`config.mk`:
```
export PLATFORM = sky130hd
export DESIGN_NAME = ascii_integer_parser
export DESIGN_NICKNAME = d
export VERILOG_FILES = /design/src/design/aip_pkg.sv /design/src/design/ascii_integer_parser.sv
export SDC_FILE = /design/constraint.sdc
export NUM_CORES = 2
export LEC_CHECK = 0
export BUFFER_PORTS_ARGS = -buffer_cell sky130_fd_sc_hd__buf_2
export CORE_ASPECT_RATIO = 1.4
export CORE_MARGIN = 5
export CORE_UTILIZATION = 50
export CTS_BUF_LIST = sky130_fd_sc_hd__clkbuf_16
export CTS_CLUSTER_DIAMETER = 40
export DETAILED_ROUTE_END_ITERATION = 8
export GPL_TIMING_DRIVEN = 0
export PLACE_DENSITY = 0.67
export SLEW_MARGIN = 20
export SYNTH_ARGS = -nofsm -noshare
export SYNTH_HDL_FRONTEND = slang
export SYNTH_SLANG_ARGS = --single-unit
```
`constraint.sdc`:
```
create_clock -name aclk -period 21.9 [get_ports aclk]
set_input_delay 4.38 -clock aclk [delete_from_list [all_inputs] [get_ports aclk]]
set_output_delay 4.38 -clock aclk [all_outputs]
set_load 0.01 [all_outputs]
```
`src/design/aip_pkg.sv`:
```
`timescale 1ns / 1ps
// ----------------------------------------------------------------------------
// aip_pkg
// Shared constants and character-class helpers for the ASCII integer parser.
// ----------------------------------------------------------------------------
package aip_pkg;

    localparam int DEFAULT_MAX_LEN = 4096;

    localparam int CH_W     = 8;
    localparam int BASE_W   = 6;
    localparam int DIGIT_W  = 7;
    localparam int VALUE_W  = 64;
    localparam int END_W    = 12;

    localparam logic [CH_W-1:0] CH_ZERO    = 8'h30;
    localparam logic [CH_W-1:0] CH_NINE    = 8'h39;
    localparam logic [CH_W-1:0] CH_LOWER_A = 8'h61;
    localparam logic [CH_W-1:0] CH_LOWER_Z = 8'h7a;
    localparam logic [CH_W-1:0] CH_UPPER_A = 8'h41;
    localparam logic [CH_W-1:0] CH_UPPER_Z = 8'h5a;
    localparam logic [CH_W-1:0] CH_LOWER_X = 8'h78;
    localparam logic [CH_W-1:0] CH_UPPER_X = 8'h58;
    localparam logic [CH_W-1:0] CH_PLUS    = 8'h2b;
    localparam logic [CH_W-1:0] CH_MINUS   = 8'h2d;
    localparam logic [CH_W-1:0] CH_SPACE   = 8'h20;
    localparam logic [CH_W-1:0] CH_TAB     = 8'h09;
    localparam logic [CH_W-1:0] CH_CR      = 8'h0d;

    localparam logic [BASE_W-1:0] BASE_AUTO = 6'd0;
    localparam logic [BASE_W-1:0] BASE_ONE  = 6'd1;
    localparam logic [BASE_W-1:0] BASE_8    = 6'd8;
    localparam logic [BASE_W-1:0] BASE_10   = 6'd10;
    localparam logic [BASE_W-1:0] BASE_16   = 6'd16;
    localparam logic [BASE_W-1:0] BASE_MAX  = 6'd36;

    localparam logic [DIGIT_W-1:0] DIGIT_NONE = 7'd99;

    localparam logic [VALUE_W-1:0] VALUE_MAX = 64'h7fff_ffff_ffff_ffff;
    localparam logic [VALUE_W-1:0] VALUE_MIN = 64'h8000_0000_0000_0000;

    // Digit weight of a character, DIGIT_NONE for anything else.
    function automatic logic [DIGIT_W-1:0] digit_value(input logic [CH_W-1:0] c);
        logic [CH_W-1:0] off;
        begin
            off = '0;
            if (c >= CH_ZERO && c <= CH_NINE) begin
                off = c - CH_ZERO;
                digit_value = DIGIT_W'(off);
            end else if (c >= CH_LOWER_A && c <= CH_LOWER_Z) begin
                off = c - CH_LOWER_A + 8'd10;
                digit_value = DIGIT_W'(off);
            end else if (c >= CH_UPPER_A && c <= CH_UPPER_Z) begin
                off = c - CH_UPPER_A + 8'd10;
                digit_value = DIGIT_W'(off);
            end else begin
                digit_value = DIGIT_NONE;
            end
        end
    endfunction

    function automatic logic is_space(input logic [CH_W-1:0] c);
        is_space = (c == CH_SPACE) || (c >= CH_TAB && c <= CH_CR);
    endfunction

endpackage

```
`src/design/ascii_integer_parser.sv`:
```
`timescale 1ns / 1ps
// ----------------------------------------------------------------------------
// ascii_integer_parser
// Streaming text to signed 64-bit integer converter with strtol semantics.
// ----------------------------------------------------------------------------
// One character is taken per cycle, sustained, as long as the result side
// keeps up; the character that ends the number enters the input register,
// then its result enters the result register. The timing limit is the
// accumulator update: a 64 by 6 bit multiply by the radix plus the digit and
// the compare against the signed limit, all combinational. A new string
// starts when s_first is high; after a result, characters are consumed silently
// until the next s_first. The user must write number_base (0 = automatic)
// through cfg_wr_en/cfg_wr_data only while the block is idle; it is not enforced.
module ascii_integer_parser
    import aip_pkg::*;
#(
    parameter int MAX_LEN = DEFAULT_MAX_LEN
) (
    input  logic                 aclk,
    input  logic                 aresetn,

    input  logic                 cfg_wr_en,
    input  logic [BASE_W-1:0]    cfg_wr_data,

    input  logic                 s_valid,
    output logic                 s_ready,
    input  logic [CH_W-1:0]      s_ch,
    input  logic                 s_first,

    output logic                 m_valid,
    input  logic                 m_ready,
    output logic signed [VALUE_W-1:0] m_value,
    output logic [END_W-1:0]     m_end_index,
    output logic                 m_converted,
    output logic                 m_overflowed
);

    localparam int POS_W  = $clog2(MAX_LEN);
    localparam int PROD_W = VALUE_W + BASE_W + 1;

    localparam logic [POS_W-1:0] POS_LAST = POS_W'(MAX_LEN - 1);

    localparam logic [2:0] PH_SPACE  = 3'd0;
    localparam logic [2:0] PH_SIGN   = 3'd1;
    localparam logic [2:0] PH_ZERO   = 3'd2;
    localparam logic [2:0] PH_XSEEN  = 3'd3;
    localparam logic [2:0] PH_DIGITS = 3'd4;
    localparam logic [2:0] PH_DONE   = 3'd5;

    // configuration
    logic [BASE_W-1:0]  base_reg;

    // input register
    logic               in_valid_reg;
    logic [CH_W-1:0]    ch_reg;
    logic               first_reg;

    // parser state
    logic [2:0]         phase_reg,  phase_next;
    logic               neg_reg,    neg_next;
    logic [VALUE_W-1:0] acc_reg,    acc_next;
    logic [POS_W-1:0]   pos_reg,    pos_next;
    logic [POS_W-1:0]   zpos_reg,   zpos_next;
    logic [BASE_W-1:0]  abase_reg,  abase_next;
    logic               sat_reg,    sat_next;

    // result register
    logic               m_valid_reg;
    logic [VALUE_W-1:0] value_reg,  value_next;
    logic [END_W-1:0]   end_reg,    end_next;
    logic               conv_reg,   conv_next;
    logic               ovf_reg,    ovf_next;

    // current state, after a string restart
    logic [2:0]         cur_phase;
    logic               cur_neg;
    logic [VALUE_W-1:0] cur_acc;
    logic [POS_W-1:0]   cur_pos;
    logic [POS_W-1:0]   cur_zpos;
    logic [BASE_W-1:0]  cur_abase;
    logic               cur_sat;

    logic               advance;
    logic               emit;
    logic               do_acc;
    logic [DIGIT_W-1:0] dig;
    logic               bad_base;
    logic [BASE_W-1:0]  first_base;
    logic [BASE_W-1:0]  zero_base;
    logic [BASE_W-1:0]  mul_base;
    logic [PROD_W-1:0]  product;
    logic [PROD_W-1:0]  limit;
    logic               prod_ovf;
    logic [VALUE_W-1:0] final_value;
    logic [POS_W-1:0]   zpos_plus;

    // Work on the staged beat only when the result slot is free.
    assign advance = in_valid_reg && (!m_valid_reg || m_ready);
    assign s_ready = !in_valid_reg || advance;

    assign cur_phase = first_reg ? PH_SPACE : phase_reg;
    assign cur_neg   = first_reg ? 1'b0     : neg_reg;
    assign cur_acc   = first_reg ? '0       : acc_reg;
    assign cur_pos   = first_reg ? '0       : pos_reg;
    assign cur_zpos  = first_reg ? '0       : zpos_reg;
    assign cur_abase = first_reg ? BASE_10  : abase_reg;
    assign cur_sat   = first_reg ? 1'b0     : sat_reg;

    assign dig        = digit_value(ch_reg);
    assign bad_base   = (base_reg == BASE_ONE) || (base_reg > BASE_MAX);
    assign first_base = (base_reg == BASE_AUTO) ? BASE_10 : base_reg;
    assign zero_base  = (cur_abase == BASE_AUTO) ? BASE_8 : BASE_16;
    assign zpos_plus  = cur_zpos + POS_W'(1);

    always_comb begin
        unique case (cur_phase)
            PH_SPACE, PH_SIGN: mul_base = first_base;
            PH_ZERO:           mul_base = zero_base;
            PH_XSEEN:          mul_base = BASE_16;
            default:           mul_base = cur_abase;
        endcase
    end

    // Overflow test on the full product: acc*b + d > limit.
    assign product  = PROD_W'(cur_acc) * PROD_W'(mul_base) + PROD_W'(dig);
    assign limit    = cur_neg ? PROD_W'(VALUE_MIN) : PROD_W'(VALUE_MAX);
    assign prod_ovf = product > limit;

    always_comb begin
        if (cur_sat) begin
            final_value = cur_neg ? VALUE_MIN : VALUE_MAX;
        end else begin
            final_value = cur_neg ? (VALUE_W'(0) - cur_acc) : cur_acc;
        end
    end

    always_comb begin
        phase_next = cur_phase;
        neg_next   = cur_neg;
        zpos_next  = cur_zpos;
        abase_next = cur_abase;
        pos_next   = cur_pos;
        emit       = 1'b0;
        do_acc     = 1'b0;
        value_next = '0;
        end_next   = '0;
        conv_next  = 1'b0;
        ovf_next   = 1'b0;

        if (cur_phase != PH_DONE && cur_pos < POS_LAST) begin
            pos_next = cur_pos + POS_W'(1);
        end

        unique case (cur_phase)
            PH_SPACE, PH_SIGN: begin
                priority if (bad_base) begin
                    emit = 1'b1;
                end else if (cur_phase == PH_SPACE && is_space(ch_reg)) begin
                    phase_next = PH_SPACE;
                end else if (cur_phase == PH_SPACE
                             && (ch_reg == CH_PLUS || ch_reg == CH_MINUS)) begin
                    neg_next   = (ch_reg == CH_MINUS);
                    phase_next = PH_SIGN;
                end else if (ch_reg == CH_ZERO
                             && (base_reg == BASE_AUTO || base_reg == BASE_16)) begin
                    abase_next = base_reg;
                    zpos_next  = cur_pos;
                    phase_next = PH_ZERO;
                end else if (dig < DIGIT_W'(first_base)) begin
                    abase_next = first_base;
                    do_acc     = 1'b1;
                    phase_next = PH_DIGITS;
                end else begin
                    emit = 1'b1;
                end
            end
            PH_ZERO: begin
                if (ch_reg == CH_LOWER_X || ch_reg == CH_UPPER_X) begin
                    phase_next = PH_XSEEN;
                end else begin
                    abase_next = zero_base;
                    phase_next = PH_DIGITS;
                    if (dig < DIGIT_W'(zero_base)) begin
                        do_acc = 1'b1;
                    end else begin
                        emit       = 1'b1;
                        value_next = final_value;
                        end_next   = END_W'(cur_pos);
                        conv_next  = 1'b1;
                        ovf_next   = cur_sat;
                    end
                end
            end
            PH_XSEEN: begin
                abase_next = BASE_16;
                if (dig < DIGIT_W'(BASE_16)) begin
                    do_acc     = 1'b1;
                    phase_next = PH_DIGITS;
                end else begin
                    // bare prefix: only the leading zero counts
                    emit      = 1'b1;
                    end_next  = END_W'(zpos_plus);
                    conv_next = 1'b1;
                end
            end
            PH_DIGITS: begin
                if (dig < DIGIT_W'(cur_abase)) begin
                    do_acc = 1'b1;
                end else begin
                    emit       = 1'b1;
                    value_next = final_value;
                    end_next   = END_W'(cur_pos);
                    conv_next  = 1'b1;
                    ovf_next   = cur_sat;
                end
            end
            default: begin
                // done: drop characters until the next string
                phase_next = PH_DONE;
            end
        endcase

        if (emit) begin
            phase_next = PH_DONE;
        end
    end

    always_comb begin
        acc_next = cur_acc;
        sat_next = cur_sat;
        if (do_acc && !cur_sat) begin
            if (prod_ovf) begin
                sat_next = 1'b1;
            end else begin
                acc_next = product[VALUE_W-1:0];
            end
        end
    end

    always_ff @(posedge aclk) begin
        if (!aresetn) begin
            base_reg <= BASE_10;
        end else if (cfg_wr_en) begin
            base_reg <= cfg_wr_data;
        end
    end

    always_ff @(posedge aclk) begin
        if (!aresetn) begin
            in_valid_reg <= 1'b0;
        end else if (s_ready) begin
            in_valid_reg <= s_valid;
        end
    end

    always_ff @(posedge aclk) begin
        if (s_valid && s_ready) begin
            ch_reg    <= s_ch;
            first_reg <= s_first;
        end
    end

    always_ff @(posedge aclk) begin
        if (!aresetn) begin
            phase_reg <= PH_SPACE;
            neg_reg   <= 1'b0;
            acc_reg   <= '0;
            pos_reg   <= '0;
            zpos_reg  <= '0;
            abase_reg <= BASE_10;
            sat_reg   <= 1'b0;
        end else if (advance) begin
            phase_reg <= phase_next;
            neg_reg   <= neg_next;
            acc_reg   <= acc_next;
            pos_reg   <= pos_next;
            zpos_reg  <= zpos_next;
            abase_reg <= abase_next;
            sat_reg   <= sat_next;
        end
    end

    always_ff @(posedge aclk) begin
        if (!aresetn) begin
            m_valid_reg <= 1'b0;
        end else if (advance) begin
            m_valid_reg <= emit;
        end else if (m_ready) begin
            m_valid_reg <= 1'b0;
        end
    end

    always_ff @(posedge aclk) begin
        if (advance && emit) begin
            value_reg <= value_next;
            end_reg   <= end_next;
            conv_reg  <= conv_next;
            ovf_reg   <= ovf_next;
        end
    end

    assign m_valid      = m_valid_reg;
    assign m_value      = value_reg;
    assign m_end_index  = end_reg;
    assign m_converted  = conv_reg;
    assign m_overflowed = ovf_reg;

    a_ovf_needs_conv: assert property (@(posedge aclk) disable iff (!aresetn)
        m_valid_reg && ovf_reg |-> conv_reg)
        else $error("overflow flagged without a conversion");

    a_noconv_zero: assert property (@(posedge aclk) disable iff (!aresetn)
        m_valid_reg && !conv_reg |-> value_reg == '0 && end_reg == '0)
        else $error("failed conversion carries nonzero value or end index");

    a_ovf_saturates: assert property (@(posedge aclk) disable iff (!aresetn)
        m_valid_reg && ovf_reg |-> value_reg == VALUE_MAX || value_reg == VALUE_MIN)
        else $error("overflowed result is not a signed limit");

    a_sat_phase: assert property (@(posedge aclk) disable iff (!aresetn)
        sat_reg |-> phase_reg == PH_DIGITS || phase_reg == PH_DONE)
        else $error("saturation set outside digit accumulation");

    a_emit_shows: assert property (@(posedge aclk) disable iff (!aresetn)
        advance && emit |=> m_valid_reg && phase_reg == PH_DONE)
        else $error("emitted result did not reach the output register");

endmodule

```
# Word-level counts from Yosys, hierarchy flattened
# Index checks and enable logic that the tools add are counted.
[op_classes] reduce_logical=27 eq_ne=13 multipliers=1 muxes=83 order_cmp=15 addsub=9
[ops] cell="2-to-1 mux 64 bit" n=10
[ops] cell="2-to-1 mux 12 bit" n=12
[ops] cell="one-hot mux 64 bit (2 select lines)" n=1
[ops] cell="adder 70 x 7 -> 71 bit" n=1
[ops] cell="greater-than comparator 71 x 64 -> 1 bit" n=1
[ops] cell="multiplier 64 x 6 -> 70 bit" n=1
[ops] cell="subtractor 1 x 64 -> 64 bit (first input constant)" n=1
[ops] cell="2-to-1 mux 6 bit" n=8
[ops] cell="one-hot mux 12 bit (3 select lines)" n=1
[ops] cell="one-hot mux 6 bit (3 select lines)" n=2
[ops] cell="== test 8 x 6 -> 1 bit (second input constant)" n=4
[ops] cell="2-to-1 mux 1 bit" n=31
[ops] cell="2-to-1 mux 3 bit" n=9
[ops] cell="adder 12 x 1 -> 12 bit (second input constant)" n=2
[ops] cell="2-to-1 mux 7 bit" n=3
[ops] cell="== test 8 x 7 -> 1 bit (second input constant)" n=2
[ops] cell=">= comparator 8 x 7 -> 1 bit (second input constant)" n=2
[ops] cell="less-or-equal comparator 8 x 7 -> 1 bit (second input constant)" n=2
[ops] cell="adder 7 x 4 -> 7 bit (second input constant)" n=2
[ops] cell="< comparator 7 x 6 -> 1 bit" n=2
[ops] cell="subtractor 7 bit (second input constant)" n=2
[ops] cell="logical AND 1 bit" n=12
[ops] cell="logical NOT 6 bit" n=2
[ops] cell="< comparator 12 bit (second input constant)" n=1
[ops] cell="other kinds (24)" n=34
[word_totals] word_cells=164 inputBits=20 output_inout_bits=80 regBits=194

# Longest topological paths before layout
[depth] ltp_word=14 ltp_mapped=40 depth_no_buf=35

# Worst setup path after synthesis
# Ideal clock, no wire load.
[synth_path] path_type="register to register" start="register first_reg" end="register acc_reg[0]" setup_time_ns=0.072 synth_period_minus_slack_ns=9.179 path_buffers=8 path_slack_ns=12.721 stages_incl_launch_ff=36 arrival_time_ns=9.108 required_time_ns=21.828 cell_sequence="edfxtp_1 clkbuf_1 clkbuf_1 buf_1 buf_1 nor2b_1 a22oi_1 clkbuf_1 nor2_1 fa_1 inv_1 fa_1 inv_1 fa_1 ha_1 ha_1 clkbuf_1 nand4_1 or3_1 nor4b_1 nor3_1 o21bai_1 a21oi_1 o21bai_1 xor2_1 ha_1 nand4_1 nor4_1 nand4_1 or4_1 o21ai_0 o311ai_1 nor4_4 buf_4 buf_6 mux2i_1"
[synth_between] elab_chain_len=9 elab_cells_between_ends=33 cone_classes="add/sub: 1; mul: 1; order compare: 3; eq/ne: 4; mux: 17; reduce/logical: 7"
[synth_lines] item="from (decl)" line="ascii_integer_parser.sv:56" text="logic first_reg;"
[synth_lines] item="from (signal assigned)" line="ascii_integer_parser.sv:259" text="first_reg <= s_first;"
[synth_lines] item="2-to-1 mux 3 bit or 2-to-1 mux 6 bit (tied branches)" line="ascii_integer_parser.sv:101, ascii_integer_parser.sv:106"
[synth_lines] item="== test 3 x 1 -> 1 bit, or another cell as far along" line="ascii_integer_parser.sv:116, ascii_integer_parser.sv:154"
[synth_lines] item="OR reduction 2 bit, or another cell as far along" line="ascii_integer_parser.sv:116, ascii_integer_parser.sv:154"
[synth_lines] item="one-hot mux 6 bit (3 select lines), or another cell as far along" line="ascii_integer_parser.sv:116" text="unique case (cur_phase)"
[synth_lines] item="multiplier 64 x 6 -> 70 bit, or another cell as far along" line="ascii_integer_parser.sv:125" text="assign product = PROD_W'(cur_acc) * PROD_W'(mul_base) + PROD_W'(dig);"
[synth_lines] item="adder 70 x 7 -> 71 bit, or another cell as far along" line="ascii_integer_parser.sv:125"
[synth_lines] item="greater-than comparator 71 x 64 -> 1 bit or one-hot mux 1 bit (4 select lines) (tied branches)" line="ascii_integer_parser.sv:127, ascii_integer_parser.sv:154"
[synth_lines] item="2-to-1 mux 64 bit or logical AND 1 bit (tied branches)" line="ascii_integer_parser.sv:232, ascii_integer_parser.sv:231"
[synth_lines] item="2-to-1 mux 64 bit (*)" line="ascii_integer_parser.sv:231" text="if (do_acc && !cur_sat) begin"
[synth_lines] item="to (signal assigned)" line="ascii_integer_parser.sv:275" text="acc_reg <= acc_next;"
[synth_lines] item="to (decl)" line="ascii_integer_parser.sv:61" text="logic [VALUE_W-1:0] acc_reg, acc_next;"
# Every way passes the cells marked *; elsewhere a longest branch is shown, timed or not.
# A chain may end at the register's enable or synchronous reset.

# Final worst setup path
[layout_path] start="register first_reg" end="register acc_reg[62]"
# The elaborated chain is that of the path after synthesis.

==> flow_summary.json <==
{
  "vdd_ir_drop_max_mv": 0.0510,
  "clk_latency_ns": 0.48,
  "p_leak_uw": 0.0125,
  "nets": 3893,
  "pre_cts_ws_ns": 7.65,
  "path_class": "flip-flop to flip-flop",
  "setup_viol_count_final": 0,
  "hold_start": "acc_reg[9]$_SDFFE_PN0P_",
  "yosys.area.top_type": "fa_1",
  "period_needed_ns": 14.61,
  "worstSetupEndpointType": "flip-flop",
  "dieArea_sq_um": 57100,
  "final_layout_size_suffix_gt1_share_pct": 5.30,
  "wl_per_cell_microns": 23.3,
  "max_stage_delay_ns": 0.73,
  "chipHeight_microns": 281,
  "antenna_found_initial": 0,
  "slowest_stage": "buf_1",
  "synth_top_area_share_pct": 19.3,
  "fin_ws_ns": 7.29,
  "yosysSeqAreaShare_pct": 18.2,
  "coreArea_sq_um": 52000,
  "worstReg2RegEnd": "acc_reg[62]$_SDFFE_PN0P_",
  "cts_buffers": 17,
  "layout_common_cells": "519 x nand2_1, 341 x inv_1, 285 x nor2_1, 253 x fa_1, 236 x ha_1",
  "layout_commonest_cell": "nand2_1",
  "postSynth.asyncResetShare_pct": 0,
  "first_iter_violations": 2260,
  "grt_pass1_vias": 24949,
  "overflow": 0,
  "p_per_area_nw_per_um2": 31.8,
  "crit_top_cell": "clkbuf_1",
  "synthTopCellsByArea": "fa_1 19%, ha_1 11%, edfxtp_1 10%, dfxtp_1 8.2%, nand2_1 7.4%",
  "cts_tree": "built",
  "finalHoldViolCount": 0,
  "start_util_pct": 50.3,
  "holdPathStages": 2,
  "regToRegStartpoint": "first_reg$_DFFE_PP_",
  "antennaDiodeCount": 0,
  "port_buffers": 97,
  "ys.flop_type": "dfxtp_1",
  "ant_nets": 0,
  "die_x_microns": 203,
  "hold_buffers": 0,
  "syn-num-nets": 3771,
  "drv_cap": 0,
  "synth_warnings": 0,
  "path_clk_slew_ns": 0.09,
  "fin_crit_sh_pct": 66.7,
  "tightest_slew_ns": 1.16,
  "relSlewSlack_pct": 22.2,
  "finClkSkew_ns": 0.0139,
  "cts_sinks": 194,
  "reg2regPathDepth": 38,
  "cts_root_buf": "clkbuf_16",
  "area_delta_synth_final_pct": 7.94,
  "crit_arrival_ns": 15.00,
  "grt_max_degree": 58,
  "fmax_ghz": 0.0685,
  "gp_congestion": 1.01,
  "synth_edf_count": 87,
  "vias": 24736,
  "hp-class": "flip-flop to flip-flop",
  "dp_hpwl_mm": 77.9,
  "rows": 99,
  "cts_max_level": 4,
  "grt_usage_pct": 32.5,
  "yosys_register_bits": 194,
  "clk_path_buf_depth": 2,
  "power_uw": 897,
  "syn_area_per_cell_sq_um": 8.03,
  "first_pass_iters": 6,
  "io_pins": 100,
  "cts_resized": 0,
  "min_to": "acc_reg[9]$_SDFFE_PN0P_",
  "synth_area_sq_um": 26200,
  "slew_violations": 0,
  "required_ns": 22.29,
  "startpoint": "first_reg$_DFFE_PP_",
  "status": "completed",
  "grt_pass1_wl_mm": 144,
  "rsz0062_at_grt": "no",
  "r2r_slack_ns": 7.29,
  "viasPerCell": 6.10,
  "synth.distinct_cells": 89,
  "synthCells": 3262,
  "crit_fanout": 10,
  "drc": 0,
  "worstSetupStartpointType": "flip-flop",
  "tns_ns": 0,
  "route.final.wire_length_mm": 94.4,
  "cts_setup_buffers": 0
}
cells by family (layout without fill, tap and decap cells):
kind of cell	Yosys count	in the layout	synth area share, %
muxes	75	75	2.88
adders and majority gates	489	489	30.6
and+or+nand+nor	1255	1255	22.0
DFF	194	194	18.2
xor gates and xnor gates	139	139	4.65
buffers and inverters	527	662	7.68
AOI/OAI and AO/OA	583	583	14.0
report_power, final:
group / leakage, uW / switching, uW / internal [uW] / total (uW)
combinational: 0.0105 / 111 / 35.0 / 146
sequential: 0.00166 / 8.31 / 391 / 399
clock: 0.000317 / 188 / 164 / 352
layer usage:
layer / wire [microns] / track usage, % / share of wire [%] / up-vias
met5: 0 / 0 / 0 / -
li1: - / - / - / 11216
met2: 46200 / 56.4 / 49 / 1218
met4: 6440 / 18.9 / 6.8 / 0
met1: 34800 / 38.6 / 37 / 11984
met3: 6950 / 4.26 / 7.4 / 318
per-stage QoR:
stage / util [%] / instances / hold slack [ns] / cell area, sq um
after CTS: 54.3 / 4053 / 0.502 / 28300
after floorplan: - / 3262 / 0.460 / 26200
after global routing: 54.3 / 4053 / 0.541 / 28300
after global placement: 52.8 / 4015 / 0.481 / 27500
final: 54.3 / 4053 / 0.500 / 28300
after detailed placement: 53.1 / 4021 / 0.480 / 27600
how the worst max path moves through the flow:
stage / cells after the start / end / slack, ns
3_5_place_dp: 38 / acc_reg[62]$_SDFFE_PN0P_ / 7.65
3_3_place_gp: 35 / acc_reg[60]$_SDFFE_PN0P_ / 6.91
2_1_floorplan: 35 / acc_reg[0]$_SDFFE_PN0P_ / 12.72
6_report: 38 / acc_reg[62]$_SDFFE_PN0P_ / 7.29
5_1_grt: 38 / acc_reg[62]$_SDFFE_PN0P_ / 7.00
4_1_cts: 38 / acc_reg[62]$_SDFFE_PN0P_ / 7.58
cells in the mapped netlist, types with 5 or more instances:
cell       instances
a211oi_1          18
a21o_1            22
a21oi_1          208
a221oi_1           8
a22oi_1           19
a311oi_1           5
a31o_1             7
a31oi_1           14
and2_1            31
and3_1            23
and4_1             6
buf_1             14
buf_4              5
clkbuf_1         159
dfxtp_1          107
edfxtp_1          87
fa_1             253
ha_1             236
inv_1            342
mux2i_1           73
nand2_1          519
nand2b_1          21
nand3_1          101
nand4_1           51
nor2_1           285
nor2b_1           92
nor3_1            41
nor4_1            22
o2111ai_1          6
o211ai_1          17
o21a_1            22
o21ai_0          131
o21bai_1          11
o22ai_1            6
o31ai_1           24
o41a_1             7
or2_2             12
or3_1             18
or4_1             10
xnor2_1           57
xor2_1            82
layout make-up:
type	instances	area (sq um)
fill	4930	23800
tap	656	821
clock inverter	15	228
clock buffer	17	425
sequential	194	4750
multi-input combinational	2541	19400
inverter	344	1290
buffer	183	721
timing repair buffer	103	571
worst max-delay path: cells and delay by family, from the launching register on:
kind,cells,cell delay (ns)
buffers and inverters,12,4.89
AND/OR/NAND/NOR,12,4.09
adder cells (fa/ha/maj),6,2.40
AO/OA/AOI/OAI,6,1.76
flip-flops,1,0.57
XOR/XNOR,1,0.57
multiplexers,1,0.21
No activity file was read; power rests on OpenSTA's default activity.
